## src/rtl/cbts_pkg.sv

```systemverilog
// shared types, layout table and constants for the can bit timing search
`timescale 1ns / 1ps

package cbts_pkg;

  localparam int LAYOUT_COUNT = 21;
  localparam int IDX_W        = 5;
  localparam int CLOCK_W      = 32;
  localparam int RATE_W       = 20;
  localparam int QUANTA_W     = 5;
  localparam int SEG1_W       = 5;
  localparam int SEG2_W       = 4;
  localparam int PRESC_OUT_W  = 11;
  localparam int JUMP_W       = 3;
  localparam logic [SEG2_W-1:0] JUMP_LIMIT = 4'd4;

  typedef struct packed {
    logic [QUANTA_W-1:0] quanta;
    logic [SEG1_W-1:0]   seg1;
    logic [SEG2_W-1:0]   seg2;
  } layout_t;

  localparam layout_t LAYOUTS [LAYOUT_COUNT] = '{
    '{5'd23, 5'd16, 4'd6}, '{5'd22, 5'd16, 4'd5}, '{5'd21, 5'd15, 4'd5},
    '{5'd20, 5'd14, 4'd5}, '{5'd19, 5'd13, 4'd5}, '{5'd18, 5'd13, 4'd4},
    '{5'd17, 5'd12, 4'd4}, '{5'd16, 5'd11, 4'd4}, '{5'd15, 5'd10, 4'd4},
    '{5'd14, 5'd10, 4'd3}, '{5'd13, 5'd9,  4'd3}, '{5'd12, 5'd8,  4'd3},
    '{5'd11, 5'd7,  4'd3}, '{5'd10, 5'd7,  4'd2}, '{5'd9,  5'd6,  4'd2},
    '{5'd8,  5'd5,  4'd2}, '{5'd7,  5'd4,  4'd2}, '{5'd6,  5'd4,  4'd1},
    '{5'd5,  5'd3,  4'd1}, '{5'd4,  5'd3,  4'd1}, '{5'd3,  5'd2,  4'd1}
  };

  // candidate issued to the test unit
  typedef struct packed {
    logic             vld;
    logic             last;
    logic [IDX_W-1:0] idx;
  } cand_ctl_t;

  // outcome of one candidate test
  typedef struct packed {
    logic             vld;
    logic             hit;
    logic             last;
    logic [IDX_W-1:0] idx;
  } cand_res_t;

endpackage

```

## src/rtl/cbts_test_unit.sv

```systemverilog
// shared multiply and window compare unit that tests one candidate per cycle
`timescale 1ns / 1ps

module cbts_test_unit #(
  parameter int PW = 11
) (
  input  logic                          clk,
  input  logic                          rst_n,
  input  logic [cbts_pkg::CLOCK_W-1:0]  clock_hz,
  input  logic [cbts_pkg::RATE_W+PW-1:0] rate_x_p,
  input  logic [PW-1:0]                 presc,
  input  cbts_pkg::cand_ctl_t           cand,
  output cbts_pkg::cand_res_t           res,
  output logic [PW-1:0]                 res_presc
);
  import cbts_pkg::*;

  localparam int RPW = RATE_W + PW;
  localparam int PRW = RPW + QUANTA_W;
  localparam int MW  = PW + QUANTA_W;
  localparam int CW  = (PRW > CLOCK_W) ? PRW : CLOCK_W;

  logic [QUANTA_W-1:0] quanta;
  logic [PRW-1:0]      prod_r, prod_nxt;
  logic [MW-1:0]       span_r, span_nxt;
  cand_ctl_t           ctl_r;
  logic [PW-1:0]       presc_r;
  logic [CW-1:0]       clock_ext, prod_ext, span_ext, diff;

  assign quanta   = LAYOUTS[cand.idx].quanta;
  assign prod_nxt = PRW'(rate_x_p) * PRW'(quanta);
  assign span_nxt = MW'(presc) * MW'(quanta);

  always_ff @(posedge clk) begin
    if (!rst_n) begin
      ctl_r.vld <= 1'b0;
    end else begin
      ctl_r.vld <= cand.vld;
    end
    ctl_r.last <= cand.last;
    ctl_r.idx  <= cand.idx;
    prod_r     <= prod_nxt;
    span_r     <= span_nxt;
    presc_r    <= presc;
  end

  // floor(clock / span) == rate  <=>  rate*span <= clock < rate*span + span
  assign clock_ext = CW'(clock_hz);
  assign prod_ext  = CW'(prod_r);
  assign span_ext  = CW'(span_r);
  assign diff      = clock_ext - prod_ext;

  assign res.vld   = ctl_r.vld;
  assign res.hit   = (prod_ext <= clock_ext) && (diff < span_ext);
  assign res.last  = ctl_r.last;
  assign res.idx   = ctl_r.idx;
  assign res_presc = presc_r;

endmodule

```

## src/rtl/can_bit_timing_search.sv

```systemverilog
// top level: sequencer that walks prescaler and layout candidates through the test unit
//
//  channel  | handshake            | ports
//  ---------+----------------------+----------------------------------------------
//  request  | start && !busy       | in_clock_hz, in_bit_rate
//  result   | out_strobe, 1 cycle  | out_found, out_prescaler_value, out_segment_one,
//           |                      | out_segment_two, out_quanta_per_bit, out_jump_width
//
// candidate k (k = (prescaler-1)*entries + layout index) is decided once it has passed the
// input registers of the test unit; a request with no match tries all MAX_PRESCALE*entries
// candidates. the test unit decides one candidate per cycle. busy is high from the request
// until the result strobe. reset clears the sequencer and the strobe. the receiver cannot stall
// the result.
`timescale 1ns / 1ps

module can_bit_timing_search #(
  parameter int MAX_PRESCALE  = 1024,
  parameter int TABLE_ENTRIES = 21
) (
  input  logic                               clk,
  input  logic                               rst_n,
  input  logic                               start,
  output logic                               busy,
  input  logic [cbts_pkg::CLOCK_W-1:0]       in_clock_hz,
  input  logic [cbts_pkg::RATE_W-1:0]        in_bit_rate,
  output logic                               out_strobe,
  output logic                               out_found,
  output logic [cbts_pkg::PRESC_OUT_W-1:0]   out_prescaler_value,
  output logic [cbts_pkg::SEG1_W-1:0]        out_segment_one,
  output logic [cbts_pkg::SEG2_W-1:0]        out_segment_two,
  output logic [cbts_pkg::QUANTA_W-1:0]      out_quanta_per_bit,
  output logic [cbts_pkg::JUMP_W-1:0]        out_jump_width
);
  import cbts_pkg::*;

  localparam int PW      = $clog2(MAX_PRESCALE + 1);
  localparam int RPW     = RATE_W + PW;
  localparam int ENTRIES = (TABLE_ENTRIES > LAYOUT_COUNT) ? LAYOUT_COUNT : TABLE_ENTRIES;

  typedef enum logic {
    IDLE,
    RUN
  } state_t;

  state_t              state_r;
  logic                issue_on_r;
  logic [PW-1:0]       presc_r;
  logic [IDX_W-1:0]    idx_r;
  logic [RPW-1:0]      rate_x_p_r;
  logic [CLOCK_W-1:0]  clock_r;
  logic [RATE_W-1:0]   rate_r;
  logic                take;
  logic                finish;
  logic                last_idx;
  logic                last_cand;
  cand_ctl_t           cand;
  cand_res_t           res;
  logic [PW-1:0]       res_presc;
  layout_t             hit_layout;

  assign busy      = (state_r != IDLE);
  assign take      = start && !busy;
  assign finish    = (state_r == RUN) && res.vld && (res.hit || res.last);
  assign last_idx  = (idx_r == IDX_W'(ENTRIES - 1));
  assign last_cand = last_idx && (presc_r == PW'(MAX_PRESCALE));

  assign cand.vld  = (state_r == RUN) && issue_on_r && !finish;
  assign cand.last = last_cand;
  assign cand.idx  = idx_r;

  cbts_test_unit #(
    .PW (PW)
  ) u_test (
    .clk       (clk),
    .rst_n     (rst_n),
    .clock_hz  (clock_r),
    .rate_x_p  (rate_x_p_r),
    .presc     (presc_r),
    .cand      (cand),
    .res       (res),
    .res_presc (res_presc)
  );

  assign hit_layout = LAYOUTS[res.idx];

  always_ff @(posedge clk) begin
    if (!rst_n) begin
      state_r    <= IDLE;
      issue_on_r <= 1'b0;
      out_strobe <= 1'b0;
    end else begin
      out_strobe <= 1'b0;
      case (state_r)
        IDLE: begin
          if (take) begin
            state_r    <= RUN;
            issue_on_r <= 1'b1;
          end
        end
        RUN: begin
          if (finish) begin
            state_r    <= IDLE;
            issue_on_r <= 1'b0;
            out_strobe <= 1'b1;
          end else if (cand.vld && last_cand) begin
            issue_on_r <= 1'b0;
          end
        end
        default: begin
          state_r    <= IDLE;
          issue_on_r <= 1'b0;
        end
      endcase
    end
  end

  // candidate walk: layouts inner, prescalers outer, rate*prescaler kept by adding
  always_ff @(posedge clk) begin
    if (take) begin
      clock_r    <= in_clock_hz;
      rate_r     <= in_bit_rate;
      presc_r    <= PW'(1);
      idx_r      <= '0;
      rate_x_p_r <= RPW'(in_bit_rate);
    end else if (cand.vld) begin
      if (last_idx) begin
        idx_r      <= '0;
        presc_r    <= presc_r + PW'(1);
        rate_x_p_r <= rate_x_p_r + RPW'(rate_r);
      end else begin
        idx_r <= idx_r + IDX_W'(1);
      end
    end
  end

  always_ff @(posedge clk) begin
    if (finish) begin
      if (res.hit) begin
        out_found           <= 1'b1;
        out_prescaler_value <= PRESC_OUT_W'(res_presc);
        out_segment_one     <= hit_layout.seg1;
        out_segment_two     <= hit_layout.seg2;
        out_quanta_per_bit  <= hit_layout.quanta;
        out_jump_width      <= (hit_layout.seg2 > JUMP_LIMIT) ? JUMP_W'(JUMP_LIMIT)
                                                              : JUMP_W'(hit_layout.seg2);
      end else begin
        out_found           <= 1'b0;
        out_prescaler_value <= '0;
        out_segment_one     <= '0;
        out_segment_two     <= '0;
        out_quanta_per_bit  <= '0;
        out_jump_width      <= '0;
      end
    end
  end

endmodule

```

## config.mk

```make
export PLATFORM = sky130hd
export DESIGN_NAME = can_bit_timing_search
export DESIGN_NICKNAME = d
export VERILOG_FILES = /design/src/rtl/cbts_pkg.sv /design/src/rtl/cbts_test_unit.sv /design/src/rtl/can_bit_timing_search.sv
export SDC_FILE = /design/constraint.sdc
export NUM_CORES = 1
export LEC_CHECK = 0
export ABC_AREA = 1
export BUFFER_PORTS_ARGS = -buffer_cell sky130_fd_sc_hd__clkbuf_2
export CORE_MARGIN = 2
export CORE_UTILIZATION = 50
export CTS_BUF_LIST = sky130_fd_sc_hd__clkbuf_8 sky130_fd_sc_hd__clkbuf_16
export DETAILED_ROUTE_END_ITERATION = 7
export PLACE_DENSITY = 0.75
export SLEW_MARGIN = 10
export SYNTH_ARGS = -nofsm -noshare
export SYNTH_HDL_FRONTEND = slang
export SYNTH_HIERARCHICAL = 1
export SYNTH_SLANG_ARGS = --single-unit
export TNS_END_PERCENT = 20
```

## constraint.sdc

```tcl
create_clock -name clk -period 4.5 [get_ports clk]
set_clock_uncertainty 0.15 [all_clocks]
set_input_delay 0.9 -clock clk [delete_from_list [all_inputs] [get_ports clk]]
set_output_delay 0.9 -clock clk [all_outputs]
set_load 0.05 [all_outputs]
```

==> results of run 1 <==
metrics by stage:
stage	area, µm²	cells	util, %
2_1_floorplan	17500	2373	-
3_3_place_gp	19000	2961	55.1
3_5_place_dp	19000	2961	55.1
4_1_cts	19700	2993	57.0
5_1_grt	20300	3012	58.7
6_report	20300	3012	58.7
state kept, by name (all words and copies together), names as in the netlist:
register and flops:
busy 1, clock_r 32, idx_r 5, issue_on_r 1
out_found 1, out_jump_width 2, out_prescaler_value 11, out_quanta_per_bit 5
out_segment_one 5, out_segment_two 3, out_strobe 1, presc_r 11
rate_r 20, rate_x_p_r 31, u_test/prod_ext 36, u_test/res 7
u_test/res_presc 11, u_test/span_r 16
repair_timing:
| item | CTS | global route |
|---|---|---|
| gates resized for setup | 8 | 106 |
| endpoints found under the setup margin | 34 | 104 |
| buffers inserted | 0 | 17 |
| gates cloned | 0 | 2 |
| pin swaps | 2 | 23 |
report_power, final:
group          switching [W]  internal (W)
clock               0.000824      0.000766
sequential         0.0000816       0.00213
combinational        0.00359       0.00234
final cells by class:
type                    instances  area share [%]
clock buffers                  17            2.10
clock inverters                15           0.925
inverters                     464            8.67
multi-input cells            1676            54.7
flip-flops and latches        199            24.5
well taps                     455            2.81
repair buffers                184            6.18
repair inverters                2          0.0863
cells by family (layout without fill, tap and decap cells):
family / count (synthesis) / after routing / share of synthesized area [%]
xor+xnor: 69 / 69 / 3.45
other cells: 1 / 1 / 0.0214
simple gates: 1129 / 1129 / 27.0
fa+ha+maj: 255 / 255 / 23.2
buf+inv: 498 / 682 / 10.9
flops: 199 / 199 / 28.4
compound gates: 222 / 222 / 7.00
per-layer routing:
layer  routed length [µm]  vias up
li1                     -     7729
met1                19800     7309
met2                21300      504
met3                 2480       88
met4                 1520        0
met5                    0        -
synth_stat cells (all sizes together), types with 29 or more instances:
| library cell | count |
|---|---|
| o21ai | 55 |
| xor2 | 52 |
| edfxtp | 99 |
| nand4 | 29 |
| nand2 | 606 |
| fa | 116 |
| nor2 | 335 |
| a21oi | 126 |
| inv | 462 |
| nand3 | 101 |
| dfxtp | 100 |
| ha | 139 |
worst reg2reg max path, stage by stage, from the launching register on:
cell and delay, ns:
dfxtp_2 0.35, nor2_2 0.13, inv_1 0.08, buf_12 0.17, nor2_1 0.16, fa_1 0.45
fa_1 0.55, inv_1 0.05, fa_1 0.53, inv_1 0.05, ha_1 0.36, nand2_1 0.16
inv_1 0.09, a21oi_1 0.20, nand2_2 0.11, nand3_1 0.12, nand3_2 0.11, nand2_1 0.08
nand2_1 0.07, nand2_1 0.06, nand3_1 0.07, xor2_1 0.15
worst paths after layout:
check | to | startpoint | slack [ns] | cells after the start
max reg2reg | u_test/prod_ext[34] | idx_r[4] | 0.13 | 21
max | u_test/prod_ext[34] | idx_r[4] | 0.13 | 21
min reg2reg | u_test/res[0] | idx_r[0] | 0.27 | 0
min | u_test/res[0] | idx_r[0] | 0.27 | 0
==> qor.yml, run 1 <==
clockRootBuffer: "clkbuf_16"
first_iter_violations: 1212
preCtsSetupSlack_ns: -0.0778
syn_to_final_growth_pct: 15.8
multi_input_area_um2: 11100
core-area_um2: 34500
worstMarginPinSlew_ns: 0.963
required_ns: 4.70
gp_congestion: 0.964
yosysUniqueCellTypes: 56
status: "finished clean"
synth_nets: 2683
rsz0062_at_grt: "yes"
syn_inst: 2373
htreeDepth: 4
ys.warnings.count: 6
critical_path_buf_inv_count: 5
met1_usage_pct: 32.4
synth_top_area_share_pct: 17.0
die_h_um: 191
ant_nets: 0
holdBufCountCts: 0
numCtsBuffers: 17
slew_headroom_pct: 35.8
antenna_found_initial: 0
pin_count: 86
fin_setup_tns_ns: 0
cp-start-kind: "register"
maxCapViolCount: 0
path_cells: "nor2_2 > inv_1 > buf_12 > nor2_1 > fa_1 > fa_1 > inv_1 > fa_1 > inv_1 > ha_1 > nand2_1 > inv_1 > a21oi_1 > nand2_2 > nand3_1 > nand3_2 > nand2_1 > nand2_1 > nand2_1 > nand3_1 > xor2_1"
grt_use_met2_pct: 42.1
dieWidth_um: 191
grt_pass1_wl_um: 72600
synthArstFlopShare_pct: 0
io_buffer_count: 84
seqCellArea_um2: 4980
die_area_um2: 36600
place_hpwl_um: 35700
synth_edf_count: 99
synth.avg_cell_area_um2: 7.38
nNetsFinal: 2854
syn_area_um2: 17500
timing.final.setup_violations: 0
num_rows: 68
drive_above_1_share_pct: 14.2
start_util_pct: 50.7
grt_max_degree: 80
clkSinkCount: 199
track_usage_pct: 24.9
crit_family: "adder cells"
fmax_mhz: 229
path_class: "register to register"
via_per_inst: 5.19
ys.flop_type: "dfxtp_1"
overflow: 0
post-route-min-period_ns: 4.37
diodes: 0
clk_latency_ns: 0.47
arrival_ns: 4.57
cts_tree: "built"
total_power_w: 0.00973
setup_ws_ns: 0.132
layout_common_cells: "576 x nand2_1, 456 x inv_1, 300 x nor2_1"
ys_seq_elements: 199
met3_usage_pct: 3.69
grt_pass1_vias: 15300
hold_viol: 0
synth_area_leader_cell: "edfxtp_1"
timing.final.crit_share_pct: 97.1
whs_ns: 0.267
fill_cells: 3153
drt_wl_total_um: 45100
final_common_cell: "nand2_1"
hp-class: "register to register"
dr.pass1.iters: 6
clk_pin_slew_ns: 0.09
drv_slew: 0
worst_setup_path_end_kind: "register"
wl_per_cell_um: 15.0
p_leak_nw: 10.4
peakVddDrop_v: 0.000480
synth_area_leaders: "edfxtp_1 17%, fa_1 13%, nand2_1 13%"
crit_fanout: 28
vias: 15600
worst_path_max_delay_cell: "fa_1"
seq_area_frac_synth_pct: 28.4
cpPeakStageDelay_ns: 0.55
power_density_nw_per_um2: 480
cts_buffer_depth: 2
grt-busiest-layer: "met2"
drc: 0
Power figures use the tool's default switching activity.
==> run 2: changes to the inputs <==
- MAX_ROUTING_LAYER: unset -> met4
==> run 2 against run 1 <==
Effect of this change:
- highest routed layer unchanged
- maximum frequency grew 0.38%
- sequential cell count did not move
- total power down 0.45%
- clock power about the same
- wire length grew 0.42%
==> qor.yml, run 2 (synthesized netlist as in run 1, its figures left out) <==
drive_above_1_share_pct: 13.7  # -0.50 points
drv_slew: 0  # unchanged
power_density_nw_per_um2: 480  # about the same
fmax_mhz: 230  # +0.38%
wl_per_cell_um: 15.1  # +0.96%
die_h_um: 191  # unchanged
vias: 15400  # -1.8%
dr.pass1.iters: 6  # unchanged
drc: 0  # unchanged
max_flop_register: "u_test/prod_ext"
clk_pin_slew_ns: 0.09  # about the same
nNetsFinal: 2838  # -0.56%
overflow: 0  # unchanged
core-area_um2: 34500  # unchanged
cp-start-kind: "register"
gp_congestion: 0.959  # -0.54%
antenna_found_initial: 0  # unchanged
hold_viol: 0  # unchanged
die_area_um2: 36600  # unchanged
maxCapViolCount: 0  # unchanged
met3_usage_pct: 3.58  # -0.11 points
rsz0062_at_grt: "yes"
final_common_cell: "nand2_1"
path_class: "register to register"
fin_util_pct: 58.4  # -0.30 points
diodes: 0  # unchanged
p_leak_nw: 10.3  # -0.78%
crit_fanout: 32  # +14%
ant_nets: 0  # unchanged
numCtsBuffers: 17  # unchanged
cts_tree: "built"
dieWidth_um: 191  # unchanged
fill_cells: 3172  # +0.60%
arrival_ns: 4.60  # +0.03 ns
grt-busiest-layer: "met2"
worst_path_max_delay_cell: "fa_1"
holdBufCountCts: 0  # unchanged
status: "finished clean"
place_hpwl_um: 36200  # +1.3%
met1_usage_pct: 32.1  # -0.30 points
grt_use_met2_pct: 43.0  # +0.96 points
reg_top3: "u_test/prod_ext (36), clock_r (32), rate_x_p_r (31)"
largest_register_ffs: 36  # unchanged
clkSinkCount: 199  # unchanged
via_per_inst: 5.12  # -1.3%
htreeDepth: 4  # unchanged
path_cells: "inv_1 > nor2_2 > inv_1 > buf_12 > nor2_1 > fa_1 > fa_1 > inv_1 > fa_1 > inv_1 > ha_1 > nand2_2 > nor2_1 > inv_1 > nor3_2 > nand3_1 > nand3_1 > a21o_1 > nand2_1 > nand2_1 > xor2_1"
clockRootBuffer: "clkbuf_16"
hp-class: "register to register"
drt_wl_total_um: 45300  # +0.42%
layout_common_cells: "575 x nand2_1, 457 x inv_1, 301 x nor2_1"
required_ns: 4.75  # +0.05 ns
post-route-min-period_ns: 4.35  # -0.0167 ns
cpPeakStageDelay_ns: 0.54  # about the same
grt_pass1_wl_um: 72300  # -0.43%
track_usage_pct: 25.7  # +0.78 points
cp_common_cell: "inv_1"
num_rows: 68  # unchanged
pin_count: 86  # unchanged
start_util_pct: 50.7  # unchanged
clk_latency_ns: 0.48  # about the same
peakVddDrop_v: 0.000537  # +12%
timing.final.crit_share_pct: 96.7  # -0.37 points
io_buffer_count: 84  # unchanged
timing.final.setup_violations: 0  # unchanged
worstMarginPinSlew_ns: 0.955  # -0.00860 ns
first_iter_violations: 1176  # -3.0%
total_power_w: 0.00969  # -0.45%
slew_headroom_pct: 36.4  # +0.57 points
grt_max_degree: 80  # unchanged
worst_setup_path_end_kind: "register"
syn_to_final_growth_pct: 15.2
grt_pass1_vias: 15100  # -1.1%
cts_buffer_depth: 2  # unchanged
==> run 2: stage by stage <==
stage	cells	hold WS, ns	setup slack, ns	instance area [µm²]	setup TNS, ns
after floorplan	2373	0.226	0.0131	17500	0
after global placement	2950	0.255	0.0800	19000	0
after detailed placement	2950	0.250	0.0579	19000	0
after CTS	2982	0.261	0.0140	19600	0
after global routing	2996	0.278	-0.0664	20200	-0.933
final	2996	0.264	0.148	20200	0
==> run 2: final timing paths <==
| kind | endpoint | startpoint | depth (start not counted) | slack, ns |
|---|---|---|---|---|
| worst max-delay path | u_test/prod_ext[32] | idx_r[3] | 21 | 0.15 |
| worst min-delay path | u_test/res_presc[9] | presc_r[9] | 0 | 0.26 |
| worst max register to register | u_test/prod_ext[32] | idx_r[3] | 21 | 0.15 |
| worst min register to register | u_test/res_presc[9] | presc_r[9] | 0 | 0.26 |
==> run 2: cell type report <==
class                           count  area, µm²  area share, %
Inverter                          464       1760           8.71
Clock inverter                     15        171          0.849
Sequential cell                   199       4980           24.7
Clock buffer                       17        425           2.11
Tap cell                          455        569           2.82
Timing Repair Buffer              170       1160           5.75
Multi-Input combinational cell   1676      11100           55.1
==> run 2: critical path: cells and delay by family (launching register included) <==
| family | cells | cell delay, ns |
|---|---|---|
| and+or+nand+nor | 9 | 1.07 |
| AOI/OAI and AO/OA | 1 | 0.18 |
| xor gates and xnor gates | 1 | 0.14 |
| adders and majority gates | 4 | 1.91 |
| buffers and inverters | 6 | 0.47 |
| DFF | 1 | 0.34 |
==> run 2: per-layer routing <==
metal  up-vias  routed length, µm
li1       7679                  -
met1      7117              20300
met2       477              21600
met3        78               2190
met4         0               1240
met5         -                  0
==> run 2: power breakdown <==
group | internal [W] | switching, W | leakage (nW) | total [W]
combinational | 0.00230 | 0.00361 | 8.22 | 0.00591
clock | 0.000755 | 0.000801 | 0.295 | 0.00156
sequential | 0.00213 | 0.0000853 | 1.77 | 0.00222
total | 0.00519 | 0.00450 | 10.3 | 0.00969
==> run 2: what timing repair did <==
| item | 4_1_cts | 5_1_grt |
|---|---|---|
| setup buffers | 0 | 14 |
| hold endpoints to repair | 0 | 0 |
| endpoints found under the setup margin | 0 | 94 |
| resized for setup | 0 | 117 |
==> run 3: changes to the inputs <==
- ABC_AREA: 1 -> unset
- SKIP_CTS_REPAIR_TIMING: unset -> 1
- clock period: 4.5 -> 3.5 ns (I/O delays scaled with it)
==> run 3 against run 2 <==
Effect of this change:
- the flow now finishes with violations (negative setup slack)
- worst setup slack worse by 2.0 ns
- via count is 9.4% lower
- synthesized area decreased by 6.8%
- sequential power up 27%
- critical path type unchanged
- hold slack worse by 0.0048 ns
- first-iteration DRC count is 21% lower
- synthesized cell count decreased by 26%
- non-clock buffer count rose by 267
- sequential share of layout area fell by 1.2 points
- design area rose by 5.3%
- global-route usage down 1.0 points
==> qor.yml, run 3 <==
min_to: "clock_r[12]"
maxCapViolCount: 0  # unchanged
slew_headroom_pct: 59.1  # +23 points
start_util_pct: 50.5  # -0.26 points
ant_nets: 0  # unchanged
fill_cells: 2513  # -21%
path_cells: "ha_4 > buf_6 > nand2_2 > a211oi_4 > buf_4 > nor2_1 > nor2_1 > buf_4 > xor2_1 > ha_1 > a21oi_1 > a21oi_1 > a211oi_1 > o2111ai_1 > nor4_2 > o2111ai_1 > nor4_2 > nand4_1 > nor3_2 > buf_4 > o21a_4 > buf_6 > and2_4 > clkbuf_16"
overflow: 0  # unchanged
track_usage_pct: 24.7  # -1.0 points
r2r_start: "clock_r[4]"
drive_above_1_share_pct: 27.7  # +14 points
numCtsBuffers: 17  # unchanged
gp_congestion: 0.981  # +2.3%
die_h_um: 185  # -3.4%
htreeDepth: 4  # unchanged
timing.final.setup_violations: 146  # +146
worstMarginPinSlew_ns: 0.607  # -0.348 ns
drt_wl_total_um: 42100  # -7.0%
path_class: "register to register"
ys.flop_type: "dfxtp_1"
p_leak_nw: 9.91  # -3.6%
muxShareOfSynthArea_pct: 0.551  # +0.55 points
vias: 13900  # -9.4%
grt_pass1_wl_um: 65700  # -9.2%
antenna_found_initial: 0  # unchanged
synthAdderAreaFrac_pct: 24.9  # +1.7 points
rr_worst_depth: 24  # +14%
worst_path_max_delay_cell: "edfxtp_1"
critical_path_buf_inv_count: 6  # unchanged
core-area_um2: 32400  # -6.3%
ys_seq_elements: 199  # unchanged
diodes: 0  # unchanged
rsz0062_at_grt: "yes"
largest_register_ffs: 36  # unchanged
grt_max_degree: 35  # -56%
synth_simple_gate_area_share_pct: 19.4  # -7.7 points
reg_top3: "u_test/prod_ext (36), clock_r (32), rate_x_p_r (31)"
preCtsSetupSlack_ns: -1.90  # -1.96 ns
drc: 0  # unchanged
synth_area_leader_cell: "edfxtp_1"
hold_viol: 0  # unchanged
worst_setup_path_end_kind: "register"
pin_count: 86  # unchanged
rr_endpoint: "out_quanta_per_bit[1]"
cp-start-kind: "register"
dieWidth_um: 185  # -3.4%
arrival_ns: 5.36  # +0.76 ns
ys.warnings.count: 6  # unchanged
synth_top_family_by_area: "adder cells"
cp_common_cell: "buf_4"
layout_common_cells: "334 x buf_4, 227 x inv_1, 142 x nand2_1"
synth_edf_count: 99  # unchanged
required_ns: 3.53  # -1.22 ns
dr.pass1.iters: 7  # +1
cts_tree: "built"
synthArstFlopShare_pct: 0  # unchanged
syn_inst: 1762  # -26%
ys_top_cells_by_count: "231 x inv_1, 146 x nand2_1, 139 x ha_1, 132 x and2_1, 116 x fa_1"
multi_input_area_um2: 11000  # -1.3%
setup_ws_ns: -1.83  # -1.98 ns
post-route-min-period_ns: 5.33  # +0.975 ns
grt_pass1_vias: 13700  # -9.5%
place_hpwl_um: 31900  # -12%
syn_to_final_growth_pct: 30.1
io_buffer_count: 84  # unchanged
drv_slew: 0  # unchanged
max_flop_register: "u_test/prod_ext"
status: "finished with violations"
crit_family: "compound AO/OA/AOI/OAI gates"
clk_latency_ns: 0.47  # about the same
crit_start: "clock_r[4]"
violations: "negative setup slack"
synth_top_area_share_pct: 18.2  # +1.2 points
seqCellArea_um2: 4980  # +0.13%
whs_ns: 0.259  # -0.00477 ns
first_iter_violations: 924  # -21%
synth_compound_area_share_pct: 13.6  # +6.6 points
yosysUniqueCellTypes: 78  # +39%
nNetsFinal: 2477  # -13%
fmax_mhz: 188  # -18%
hp-class: "primary input to register"
synth_nets: 2072  # -23%
clockRootBuffer: "clkbuf_16"
peakVddDrop_v: 0.000416  # -23%
power_density_nw_per_um2: 611  # +27%
fin_util_pct: 65.7  # +7.2 points
clkSinkCount: 199  # unchanged
synth_xor_area_share_pct: 4.34  # +0.89 points
hp-start: "in_clock_hz[12]"
clk_pin_slew_ns: 0.09  # about the same
synth_area_leaders: "edfxtp_1 18%, fa_1 14%, dfxtp_1 12%"
cpPeakStageDelay_ns: 0.42  # -0.12 ns
synth.avg_cell_area_um2: 9.27  # +26%
crit_fanout: 6  # -81%
syn_area_um2: 16300  # -6.8%
rrSetupSlack_ns: -1.83  # -1.98 ns
wl_per_cell_um: 16.1  # +6.3%
num_rows: 66  # -2.9%
seq_area_frac_synth_pct: 30.4  # +2.1 points
timing.final.crit_share_pct: 152  # +55 points
die_area_um2: 34100  # -6.6%
yosysMostFrequentCell: "inv_1"
via_per_inst: 5.31  # +3.6%
final_common_cell: "buf_4"
cts_buffer_depth: 2  # unchanged
min_path_cells: 1  # +1
-- run 3: cell families after synthesis --
family | Yosys count
compound gates | 334
flops | 199
simple gates | 598
buf+inv | 285
mux | 9
xor+xnor | 81
fa+ha+maj | 255
other cells | 1
-- run 3: layer usage --
metal	track usage, %	share of wire, %	vias to the layer above
li1	-	-	6802
met1	30.4	43	6742
met2	41.5	50	300
met3	3.38	3.3	71
met4	8.95	2.7	0
met5	-	0	-
-- run 3: power by group --
part / internal [W] / switching (W) / leakage, nW / total [W]
clock network: 0.00104 / 0.00103 / 0.300 / 0.00207
logic: 0.00397 / 0.00412 / 7.84 / 0.00810
registers: 0.00272 / 0.0000978 / 1.77 / 0.00282
-- run 3: cell type report --
type | count | share of cell area (%)
clock inverter | 15 | 0.924
clock buffer | 17 | 2.00
timing repair buffer | 437 | 15.3
multi-input combinational | 1281 | 51.7
tap | 442 | 2.60
sequential | 199 | 23.4
inverter | 231 | 4.09
-- run 3: stage by stage --
stage / cells / power, W / setup TNS (ns) / cell area, µm²
after floorplan: 1762 / 0.00730 / -134.96 / 16500
after global placement: 2580 / 0.0100 / -194.85 / 19900
after detailed placement: 2580 / 0.0102 / -214.97 / 19900
after CTS: 2612 / 0.0123 / -220.82 / 20500
after global routing: 2622 / 0.0139 / -230.13 / 21300
final: 2622 / 0.0130 / -206.31 / 21300
-- run 3: worst max path at each step --
stage | end | cells past startpoint
after global routing | presc_r[8] | 26
final | out_quanta_per_bit[1] | 24
after floorplan | presc_r[7] | 25
after CTS | rate_x_p_r[22] | 25
after detailed placement | rate_x_p_r[22] | 22
after global placement | presc_r[7] | 25
